File: src/hw/rtl/sst_pkg.sv
// ----------------------------------------------------------------------------
// sst_pkg
// Types and codes shared by the strength sorted table and its cells
// ----------------------------------------------------------------------------
package sst_pkg;

    localparam int ID_W   = 16;
    localparam int STR_W  = 32;
    localparam int RANK_W = 6;
    localparam int CMD_W  = 2;
    localparam int STAT_W = 2;
    localparam int COUNT_OUT_W = 7;

    localparam int S_DATA_W = 56;
    localparam int M_DATA_W = 88;

    localparam logic [CMD_W-1:0] CMD_CLEAR  = 2'd0;
    localparam logic [CMD_W-1:0] CMD_INSERT = 2'd1;
    localparam logic [CMD_W-1:0] CMD_READ   = 2'd2;

    localparam logic [STAT_W-1:0] STAT_OK       = 2'd0;
    localparam logic [STAT_W-1:0] STAT_FULL     = 2'd1;
    localparam logic [STAT_W-1:0] STAT_NO_RANK  = 2'd2;

    typedef struct packed {
        logic [ID_W-1:0]         id;
        logic signed [STR_W-1:0] strength;
    } entry_t;

    // what each cell hands to its right-hand neighbour
    typedef struct packed {
        entry_t entry;
        logic   less;
    } link_t;

endpackage

File: src/hw/rtl/sst_cell.sv
// ----------------------------------------------------------------------------
// sst_cell
// One slot of the sorted table: compares, holds, takes new or shifted entry
// ----------------------------------------------------------------------------
module sst_cell
(
    input  logic            clk,
    input  logic            ins_en,
    input  sst_pkg::entry_t new_entry,
    input  logic            occupied,
    input  logic            selected,
    input  sst_pkg::link_t  left,
    output sst_pkg::link_t  right,
    output logic            ge,
    output sst_pkg::entry_t read_data
);

    sst_pkg::entry_t entry_reg;
    sst_pkg::entry_t entry_next;
    logic            less;

    assign less = occupied && (entry_reg.strength < new_entry.strength);
    assign ge   = occupied && !less;

    always_comb
    begin
        entry_next = entry_reg;
        if (ins_en)
        begin
            // at or past the insert point: shift up, the first such slot takes the new one
            if (!left.less)
            begin
                entry_next = left.entry;
            end
            else if (!less)
            begin
                entry_next = new_entry;
            end
        end
    end

    always_ff @(posedge clk)
    begin
        entry_reg <= entry_next;
    end

    assign right.entry = entry_reg;
    assign right.less  = less;
    assign read_data   = selected ? entry_reg : '0;

endmodule

File: config.mk
export PLATFORM = sky130hd
export DESIGN_NAME = sst_cell
export DESIGN_NICKNAME = d
export VERILOG_FILES = /design/src/hw/rtl/sst_pkg.sv /design/src/hw/rtl/sst_cell.sv
export SDC_FILE = /design/constraint.sdc
export NUM_CORES = 1
export LEC_CHECK = 0
export BUFFER_PORTS_ARGS = -buffer_cell sky130_fd_sc_hd__clkbuf_2
export CORE_ASPECT_RATIO = 0.75
export CORE_MARGIN = 3
export CORE_UTILIZATION = 47
export CTS_CLUSTER_SIZE = 12
export DETAILED_ROUTE_END_ITERATION = 7
export PLACE_DENSITY = 0.91
export SLEW_MARGIN = 20
export SYNTH_ARGS = -nofsm -noshare
export SYNTH_HDL_FRONTEND = slang
export SYNTH_SLANG_ARGS = --single-unit
File: constraint.sdc
create_clock -name clk -period 7.7 [get_ports clk]
set_input_delay 0.77 -clock clk [delete_from_list [all_inputs] [get_ports clk]]
set_output_delay 0.77 -clock clk [all_outputs]
set_load 0.05 [all_outputs]
# Yosys cells after proc, flatten, opt, wreduce, memory -nomap -nowiden
# Cells that the tools add are included.
classes:
  order_cmp: 1
  eq_ne: 1
  mux: 3
  reduce_logical: 4
ops:
  columns: ["cell", "n"]
  rows:
  - ["$mux W48", 3]
  - ["$lt A32 B32 Y1", 1]
  - ["$logic_and A1 B1 Y1", 2]
  - ["$ne A2 B2 Y1 const B", 1]
  - ["$reduce_and A2 Y1", 1]
  - ["$logic_not A1 Y1", 1]
totals:
  register_bits: 48
  input_bits: 101
  word_cells: 11

# Depth between registers and ports, before layout
# Gate-level depths: netlist of run 1.
depth:
  ltp_word: 4
  mapped_depth: 10

# Least setup slack after synthesis of run 1
# OpenSTA, ideal clock, no wires.
synth_timing:
  path_kind: "input to register"
  start: "input port new_entry[19] in the netlist's numbering"
  end: "register entry_reg (netlist bit right[10]), enable pin"
  t_arrival_ns: 4.460
  required_ns: 7.217
  slack_ns: 2.757
  path_stages: 9
  n_path_buf: 0
  cell_sequence: "inv_1 > ha_1 > a21oi_2 > o21ai_2 > a2111oi_4 > o31ai_1 > a21oi_2 > mux2i_1 > a31oi_1"
synth_via:
  elab_chain_len: 4
synth_rtl:
  columns: ["element", "line_no", "rtl"]
  rows:
  - ["start, declared", "sst_cell.sv:9", "input sst_pkg::entry_t new_entry,"]
  - ["$lt A32 B32 Y1", "sst_cell.sv:22", "assign less = occupied && (entry_reg.strength < new_entry.strength);"]
  - ["$logic_and A1 B1 Y1", "sst_cell.sv:22", null]
  - ["$ne A2 B2 Y1 (no source line)", null, null]
  - ["$reduce_and A2 Y1 (no source line)", null, null]
  - ["end signal, assigned", "sst_cell.sv:44", "entry_reg <= entry_next;"]
  - ["end, declared", "sst_cell.sv:18", "sst_pkg::entry_t entry_reg;"]
# No other way between the ends.
# A chain may end at the register's enable or synchronous reset.

==> results of run 1 <==
[Yosys cell counts (all sizes together), types with 5 or more instances]
master / instances
a21oi: 12
and2: 49
buf: 6
clkbuf: 5
edfxtp: 48
ha: 31
inv: 33
mux2: 48
nand2: 9
nor2: 5
o21ai: 8
[cell families (layout without fill, tap and decap cells)]
kind of cell    count (synthesis)  after routing  share of synthesized area (%)
mux                            49             49                           17.4
flops                          48             48                           45.4
simple gates                   72             72                           13.4
compound gates                 28             28                           6.27
fa+ha+maj                      31             31                           12.2
buf+inv                        44            240                           5.36
[power groups by stage]
stage          Clock (W)  Combinational, W  Sequential, W
6_report        0.000143          0.000296       0.000328
5_1_grt         0.000162          0.000319       0.000332
4_1_cts         0.000148          0.000300       0.000329
3_5_place_dp           0          0.000299       0.000335
3_3_place_gp           0          0.000293       0.000333
2_1_floorplan          0          0.000149       0.000402
[layout make-up]
| cell class | instances | share of cell area (%) |
|---|---|---|
| multi-input combinational | 180 | 36.4 |
| timing repair buffer | 200 | 23.3 |
| sequential | 48 | 33.3 |
| clock buffer | 6 | 1.68 |
| inverter | 33 | 2.86 |
| tap | 81 | 2.34 |
| clock inverter | 1 | 0.116 |
[metal layers]
metal,GRT usage [%],part of all wire [%],up-vias
li1,-,-,1344
met1,24.6,41,1183
met2,36.0,50,108
met3,4.18,7.6,8
met4,4.71,1.2,0
met5,0,0,-
[final timing paths]
path                    endpoint  slack, ns
max                     right[0]       4.04
min           right[7]$_DFFE_PP_       0.78
max reg2reg   right[5]$_DFFE_PP_       4.84
min reg2reg  right[48]$_DFFE_PP_       1.64
[per-stage QoR]
stage	total power [W]	cells	hold slack (ns)	cell area, um2	worst slack (ns)
2_1_floorplan	0.000552	272	0.990	3170	2.76
3_3_place_gp	0.000626	542	1.07	4250	4.02
3_5_place_dp	0.000634	542	1.08	4250	3.99
4_1_cts	0.000776	549	0.768	4330	3.99
5_1_grt	0.000813	549	0.758	4330	3.88
6_report	0.000768	549	0.776	4330	4.04
[worst register-to-register path, cell delays in order (launching register included)]
cell and delay [ns]:
edfxtp_1 0.43, ha_1 0.31, a211oi_1 0.22, o21ai_1 0.09
a41oi_1 0.20, o21ai_0 0.18, a21oi_2 0.18, mux2i_1 0.15
a31oi_4 0.20, buf_4 0.53
==> summary.md, run 1 <==
| Metric | Value |
|---|---|
| Status | completed |
| Final net count | 600 |
| Row cnt | 25 |
| Worst Setup Start Kind | primary input |
| Cell class contributing the biggest share of worst-path delay | compound AO/OA/AOI/OAI gates |
| # DRC | 0 |
| Routed via count | 2,643 |
| RSZ-0062 raised after global routing | false |
| Detail Placement HPWL | 6260 um |
| Total GRT Usage | 20.1% |
| Multi-input gate area | 1580 um2 |
| Most frequent CP cell | clkbuf_2 |
| CP Class | primary input to output pin |
| Lkg Pwr | 2.19 nW |
| Area leader, netlist | edfxtp_1 |
| Start point of the critical path | new_entry[2] |
| Critical Path AT | 2.89 ns |
| Share of post-route cells with drive strength above 1 | 56.2% |
| Worst-Margin Slew | 0.678 ns |
| Largest register FFs | 48 |
| VDD IR-drop max | 0.0917 mV |
| Post-route antenna net violation count | 0 |
| Worst EP required | 6.93 ns |
| Post-DR wirelength/cell | 14.1 um |
| Commonest non-fill, non-tap cell in the layout | clkbuf_2 |
| P_int | 0.000468 W |
| Util after Layout | 67.5% |
| First-pass GRT wire length | 12,700 um |
| Tmin final | 3.66 ns |
| Final Hold Fails | 0 |
| Synth area leaders | edfxtp_1 45%, mux2_2 17%, ha_1 12%, and2_1 9.7%, inv_1 3.9% |
| Io pins | 199 |
| Clock sinks | 48 |
| Crit Reg-Reg Startpoint | right[3]$_DFFE_PP_ |
| Most frequent cells in the layout | 198 x clkbuf_2, 49 x and2_1, 48 x mux2_2, 48 x edfxtp_1, 33 x inv_1 |
| Crit end category | output pin |
| Crit path buf inv count | 3 |
| Post-synth net total | 404 |
| Sw frac | 39.1% |
| CP max FO | 3 |
| CTS Root Cell | clkbuf_8 |
| Die X | 101 um |
| Final setup TNS | 0 ns |
| Net Switching | 0.000300 W |
| Vias in the first global route | 2,740 |
| Crit path largest cell delay | 0.38 ns |
| Fillers | 492 |
| Max-cap viol count | 0 |
| Netlist cell types | 30 |
| Clock transition at path regs | 0.09 ns |
| Routed wire length | 7720 um |
| Slew HR | 54.8% |
| Async set-reset flop share out of synthesis | 0% |
| R2R cell count | 9 |
| CP max-delay cell | mux2i_1 |
| ANT cells | 0 |
| Synthesized area | 3170 um2 |
| Initial antenna violation count | 0 |
| Hold-critical path depth | 2 |
| EDFF count, synth | 48 |
| Post-CTS Setup Inserts | 0 |
| Skew final | 0.00538 ns |
| Gate power share | 38.6% |
| Iteration count of the initial detailed-routing pass | 4 |
| Hold path startpoint | left[7] |
| Max Slew Vio Count | 0 |
| DR iter-0 viols | 62 |
| Final period utilization | 47.6% |
| H-tree depth | 2 |
| Port buffer count | 198 |
| Clock network power share | 18.7% |
| Hold_buf cts | 0 |
| Initial core utilization | 49.5% |
| Yosys reg bits | 48 |
| Avg Cell Area, Syn | 11.7 um2 |
| Gpl congestion | 0.794 |
| Seq pwr share | 42.8% |
| Syn Inst Count | 272 |
| Worst min path class | primary input to flop |
| Full die area | 7780 um2 |
| PwrDens | 178 nW/um2 |
| CP cell instances | clkbuf_2, inv_1, ha_1, a211oi_1, o21ai_1, a41oi_1, o21ai_0, a21oi_2, mux2i_1, and2_1, clkbuf_2 |
| Area grow syn2layout | 36.4% |
| Core box area | 6410 um2 |
| Ys flop type | edfxtp_1 |
| Worst skew pair latency | 0.29 ns |
| CTS Buf Count | 5 |
| Residual overflow from global routing | 0 |
| CTS resizes | 0 |
| Yosys top cell area share | 45.4% |
| Longest Clk Path Bufs | 2 |
| CP Depth | 11 |
| Warnings, synthesis | 0 |
| Vias/cell | 4.81 |
| Reg area | 1440 um2 |
| Sequential element share of the synthesized area | 45.4% |
| Fmax | 273 MHz |
| # setup viols final | 0 |
| CTS tree | yes |
| Largest net degree at the start of global routing | 50 |
| Die H | 77.2 um |
Power figures use the tool's default switching activity.
==> inputs of run 2 (changes only) <==
Settings changed: CORE_UTILIZATION 47 to 39, PLACE_DENSITY 0.91 to 0.81.
Clock period 7.7 ns to 3 ns, I/O delays scaled along.
==> run 2 against run 1 <==
Against the previous run:
- cell area up 3.8%
- largest cell class unchanged
- critical endpoint unchanged
- core utilization fell by 8.4 points
- register-to-register slack got worse by 4.4 ns
- via count grew 3.5%
- hold slack lost 0.47 ns
- highest routed layer unchanged
- critical path type is now flop to output pin
- critical path depth decreased by 2
- sequential power increased to 2.6 times the previous value
- combinational power grew to 2.7 times the previous value
==> summary.md, run 2 (synthesis results as in run 1) <==
| Metric | Value |
|---|---|
| VDD IR-drop max | 0.234 mV |
| CP Class | flop to output pin |
| Net Switching | 0.000789 W |
| Gpl congestion | 0.747 |
| Vias in the first global route | 2,869 |
| # setup viols final | 0 |
| Worst EP required | 2.70 ns |
| Area grow syn2layout | 41.5% |
| Detail Placement HPWL | 6970 um |
| Routed via count | 2,736 |
| RSZ-0062 raised after global routing | false |
| Tmin final | 2.78 ns |
| Cell class contributing the biggest share of worst-path delay | compound AO/OA/AOI/OAI gates |
| Fmax | 360 MHz |
| Share of post-route cells with drive strength above 1 | 58.0% |
| First-pass GRT wire length | 13,400 um |
| Row cnt | 27 |
| Die X | 110 um |
| DR iter-0 viols | 38 |
| Routed wire length | 8490 um |
| Worst Setup Start Kind | flop |
| Max-cap viol count | 0 |
| CTS Buf Count | 5 |
| PwrDens | 484 nW/um2 |
| Hold_buf cts | 0 |
| Clock sinks | 48 |
| CP cell instances | ha_1, a21oi_2, o21ai_2, a2111oi_4, o31ai_1, a21oi_2, mux2i_2, and2_1, buf_4 |
| Worst skew pair latency | 0.29 ns |
| Crit end category | output pin |
| Fillers | 650 |
| CP max FO | 3 |
| Final period utilization | 92.6% |
| Total GRT Usage | 18.1% |
| CTS tree | yes |
| Seq pwr share | 38.8% |
| Lkg Pwr | 2.23 nW |
| Clock transition at path regs | 0.09 ns |
| H-tree depth | 2 |
| Skew final | 0.0111 ns |
| Sw frac | 36.3% |
| Crit path buf inv count | 1 |
| Largest net degree at the start of global routing | 49 |
| Port buffer count | 198 |
| Worst min path class | primary input to flop |
| Final net count | 603 |
| Status | completed |
| # DRC | 0 |
| Iteration count of the initial detailed-routing pass | 4 |
| Slew HR | 52.7% |
| Io pins | 199 |
| Initial core utilization | 41.7% |
| Most frequent CP cell | a21oi_2 |
| Largest register FFs | 48 |
| Worst-Margin Slew | 0.710 ns |
| ANT cells | 0 |
| Longest Clk Path Bufs | 2 |
| Clock network power share | 24.9% |
| Die H | 84.1 um |
| Smallest hold slack | 0.304 ns |
| P_int | 0.00139 W |
| Final Hold Fails | 0 |
| Residual overflow from global routing | 0 |
| Util after Layout | 59.1% |
| Core box area | 7600 um2 |
| Full die area | 9270 um2 |
| Crit path largest cell delay | 0.42 ns |
| Max Slew Vio Count | 0 |
| CTS Root Cell | clkbuf_8 |
| Gate power share | 36.3% |
| Post-DR wirelength/cell | 14.8 um |
| Commonest non-fill, non-tap cell in the layout | clkbuf_2 |
| Post-route antenna net violation count | 0 |
| Critical Path AT | 2.48 ns |
| Most frequent cells in the layout | 197 x clkbuf_2, 49 x and2_1, 48 x mux2_2, 48 x edfxtp_1, 33 x inv_1 |
| Initial antenna violation count | 0 |
| Vias/cell | 4.78 |
| CP max-delay cell | edfxtp_1 |
run 2: cell types whose count changed in the layout (fill, tap and decap cells not counted), sizes merged:
cell / before / now
clkbuf: 204 / 202
clkinv: 1 / 0
bufinv: 0 / 2
buf: 2 / 6
run 2: path summary, 6_finish.rpt:
check,end,slack (ns),cells past startpoint,from
max reg2reg,right[18]$_DFFE_PP_,0.42,10,right[26]$_DFFE_PP_
max,right[0],0.22,9,right[26]$_DFFE_PP_
min reg2reg,right[33]$_DFFE_PP_,1.38,5,right[32]$_DFFE_PP_
min,right[44]$_DFFE_PP_,0.30,2,new_entry[43]
run 2: what timing repair did:
item                       CTS  global route
setup buffers                0             1
resized for setup            1             3
setup endpoints to repair    1             2
run 2: power groups by stage:
stage / sequential (W) / clock, W / combinational (W)
final: 0.000844 / 0.000542 / 0.000789
after global routing: 0.000853 / 0.000591 / 0.000848
after CTS: 0.000846 / 0.000563 / 0.000793
after detailed placement: 0.000861 / 0 / 0.000789
after global placement: 0.000857 / 0 / 0.000776
after floorplan: 0.00103 / 0 / 0.000394
run 2: per-layer routing:
layer,up-vias,GRT usage [%],routed length [um]
li1,1349,-,-
met1,1274,20.9,3390
met2,109,33.7,4410
met3,4,4.33,626
met4,0,3.91,57
met5,-,0,0
run 2: area by class of cell:
cell class | count | area (um2) | share of cell area, %
clock buffers | 5 | 68.8 | 1.53
repair buffers | 203 | 1040 | 23.2
clock inverters | 2 | 60.1 | 1.34
well taps | 101 | 126 | 2.81
flip-flops and latches | 48 | 1440 | 32.1
inverters | 33 | 124 | 2.76
multi-input cells | 180 | 1630 | 36.2
run 2: per-stage QoR:
step | setup WS [ns] | std cells | cell area [um2] | power (W) | TNS [ns]
6_report | 0.221 | 572 | 4490 | 0.00218 | 0
5_1_grt | 0.00840 | 572 | 4490 | 0.00229 | 0
4_1_cts | 0.0392 | 571 | 4480 | 0.00220 | 0
3_5_place_dp | 0.306 | 564 | 4350 | 0.00165 | 0
3_3_place_gp | 0.310 | 564 | 4350 | 0.00163 | 0
2_1_floorplan | -0.143 | 272 | 3230 | 0.00142 | -6.89
==> inputs of run 3 (changes only) <==
Settings changed: CORE_UTILIZATION 39 to 43, GPL_ROUTABILITY_DRIVEN set to 0, PLACE_DENSITY 0.81 to 0.85, REMOVE_ABC_BUFFERS set to 1.
Clock period 3 ns to 2.86 ns, I/O delays scaled along.
==> run 3 against run 2 <==
Against the previous run:
- global-route usage is 1.5 points higher
- setup slack lost 0.15 ns
- die area is 8.7% lower
- via count grew 2.9%
- highest routed layer unchanged
- core utilization increased by 6.4 points
- largest cell class unchanged
- sequential share of layout area down 0.64 points
- clock power shrank 28%
- count of clock-buffer cells in the layout unchanged
- total power shrank 1.1%
- wire length is 1.5% higher
==> summary.md, run 3 (synthesis results as in run 1) <==
| Metric | Value |
|---|---|
| Status | completed |
| Share of post-route cells with drive strength above 1 | 60.1% |
| Crit Reg-Reg Startpoint | right[22]$_DFFE_PP_ |
| Detail Placement HPWL | 6910 um |
| Row cnt | 26 |
| Cell class contributing the biggest share of worst-path delay | compound AO/OA/AOI/OAI gates |
| Smallest hold slack | 0.285 ns |
| Core box area | 6990 um2 |
| Residual overflow from global routing | 0 |
| DP Cell Count | 560 |
| RR Endpoint | right[40]$_DFFE_PP_ |
| Commonest non-fill, non-tap cell in the layout | clkbuf_2 |
| Final Hold Fails | 0 |
| Dpl cell area | 4330 um2 |
| CP Class | flop to output pin |
| FF-to-FF setup slack | 0.15 ns |
| Hold-critical path depth | 2 |
| Worst EP required | 2.57 ns |
| Clock sinks | 48 |
| Worst Hold End | right[17]$_DFFE_PP_ |
| Worst slack at placement | 0.0891 ns |
| Longest Clk Path Bufs | 2 |
| # DRC | 0 |
| Max-cap viol count | 0 |
| CP max-delay cell | edfxtp_1 |
| First-pass GRT wire length | 13,200 um |
| CP cell instances | ha_1, a211oi_2, nor2_1, a2111oi_4, o31ai_1, a21oi_2, mux2i_2, and2_4, buf_12 |
| Worst min path class | primary input to flop |
| Tmin final | 2.79 ns |
| Io pins | 199 |
| Final period utilization | 97.5% |
| Total GRT Usage | 19.7% |
| Post-route antenna net violation count | 0 |
| Crit path buf inv count | 1 |
| DR iter-0 viols | 95 |
| Fillers | 557 |
| Lkg Pwr | 2.27 nW |
| Final cell count without fillers | 577 |
| Fmax | 359 MHz |
| Die H | 80.4 um |
| Iteration count of the initial detailed-routing pass | 4 |
| Worst Setup Start Kind | flop |
| Largest net degree at the start of global routing | 49 |
| Hold path startpoint | left[17] |
| Post-DR wirelength/cell | 14.9 um |
| ANT cells | 0 |
| Final Instance Area | 4580 um2 |
| CTS tree | yes |
| R2R cell count | 11 |
| Routed wire length | 8620 um |
| CTS Buf Count | 5 |
| # setup viols final | 0 |
| Initial core utilization | 45.4% |
| Largest register FFs | 48 |
| Port buffer count | 198 |
| Clock transition at path regs | 0.09 ns |
| Util after Layout | 65.5% |
| Vias/cell | 4.88 |
| Worst-Margin Slew | 0.744 ns |
| Full die area | 8460 um2 |
| Most frequent cells in the layout | 196 x clkbuf_2, 48 x mux2_2, 48 x and2_1, 48 x edfxtp_1, 33 x inv_1 |
| Skew final | 0.00733 ns |
| Area grow syn2layout | 44.4% |
| Crit end category | output pin |
| Die X | 105 um |
| Worst skew pair latency | 0.30 ns |
| Max Slew Vio Count | 0 |
| Vias in the first global route | 2,768 |
| Critical Path AT | 2.50 ns |
| PwrDens | 469 nW/um2 |
| VDD IR-drop max | 0.254 mV |
| Final net count | 610 |
| CTS Root Cell | clkbuf_8 |
| Setup slack after layout | 0.0727 ns |
| Crit path largest cell delay | 0.41 ns |
| CP max FO | 3 |
| Routed via count | 2,815 |
| Initial antenna violation count | 0 |
| H-tree depth | 2 |
| Slew HR | 50.4% |
run 3: cell count changes in the layout (fill, tap and decap cells not counted), sizes merged:
cell,previous run,this run
buf,6,14
bufinv,2,0
clkbuf,202,201
clkinv,0,3
run 3: final cells by class:
cell class / instances / area, um2 / area share (%)
clock inverters: 3 / 13.8 / 0.300
multi-input cells: 180 / 1680 / 36.6
flip-flops and latches: 48 / 1440 / 31.5
repair buffers: 210 / 1130 / 24.7
inverters: 33 / 124 / 2.70
clock buffers: 5 / 68.8 / 1.50
well taps: 98 / 123 / 2.68
run 3: what timing repair did:
| item | 4_1_cts | 5_1_grt |
|---|---|---|
| hold buffers | 0 | 0 |
| resized for setup | 4 | 12 |
| buffers inserted | 1 | 8 |
| pin swaps | 0 | 3 |
| endpoints found under the setup margin | 2 | 2 |
run 3: metal layers:
| metal | wire [um] | GRT usage (%) | vias to the layer above |
|---|---|---|---|
| li1 | - | - | 1371 |
| met1 | 3450 | 23.0 | 1322 |
| met2 | 4600 | 37.4 | 116 |
| met3 | 508 | 3.94 | 6 |
| met4 | 53 | 4.33 | 0 |
| met5 | 0 | 0 | - |
run 3: worst max path at each step:
| stage | start | end | slack (ns) | cells past startpoint |
|---|---|---|---|---|
| final | right[22]$_DFFE_PP_ | right[0] | 0.07 | 9 |
| after CTS | right[3]$_DFFE_PP_ | right[0] | 0.01 | 9 |
| after detailed placement | new_entry[2] | right[0] | 0.09 | 11 |
| after floorplan | right[20]$_DFFE_PP_ | right[10]$_DFFE_PP_ | -1.98 | 8 |
| after global routing | right[22]$_DFFE_PP_ | right[0] | -0.02 | 9 |
| after global placement | new_entry[2] | right[0] | 0.15 | 11 |
run 3: where the power goes:
part	total (W)	internal [W]	switching [W]
clock	0.000392	0.000167	0.000226
combinational	0.000871	0.000292	0.000579
sequential	0.000887	0.000847	0.0000401
run 3: stage by stage:
step,total power [W],setup TNS [ns]
2_1_floorplan,0.00147,-94.82
3_3_place_gp,0.00171,0
3_5_place_dp,0.00173,0
4_1_cts,0.00214,0
5_1_grt,0.00226,-0.0173
6_report,0.00215,0
run 3: worst register-to-register path: stages, from the launching register on:
cell and delay [ns]:
edfxtp_1 0.41, ha_1 0.33, a211oi_2 0.23, nor2_1 0.12, a2111oi_4 0.21, o31ai_1 0.13
a21oi_2 0.14, mux2i_2 0.11, buf_4 0.15, buf_4 0.13, a31oi_4 0.24, buf_12 0.21
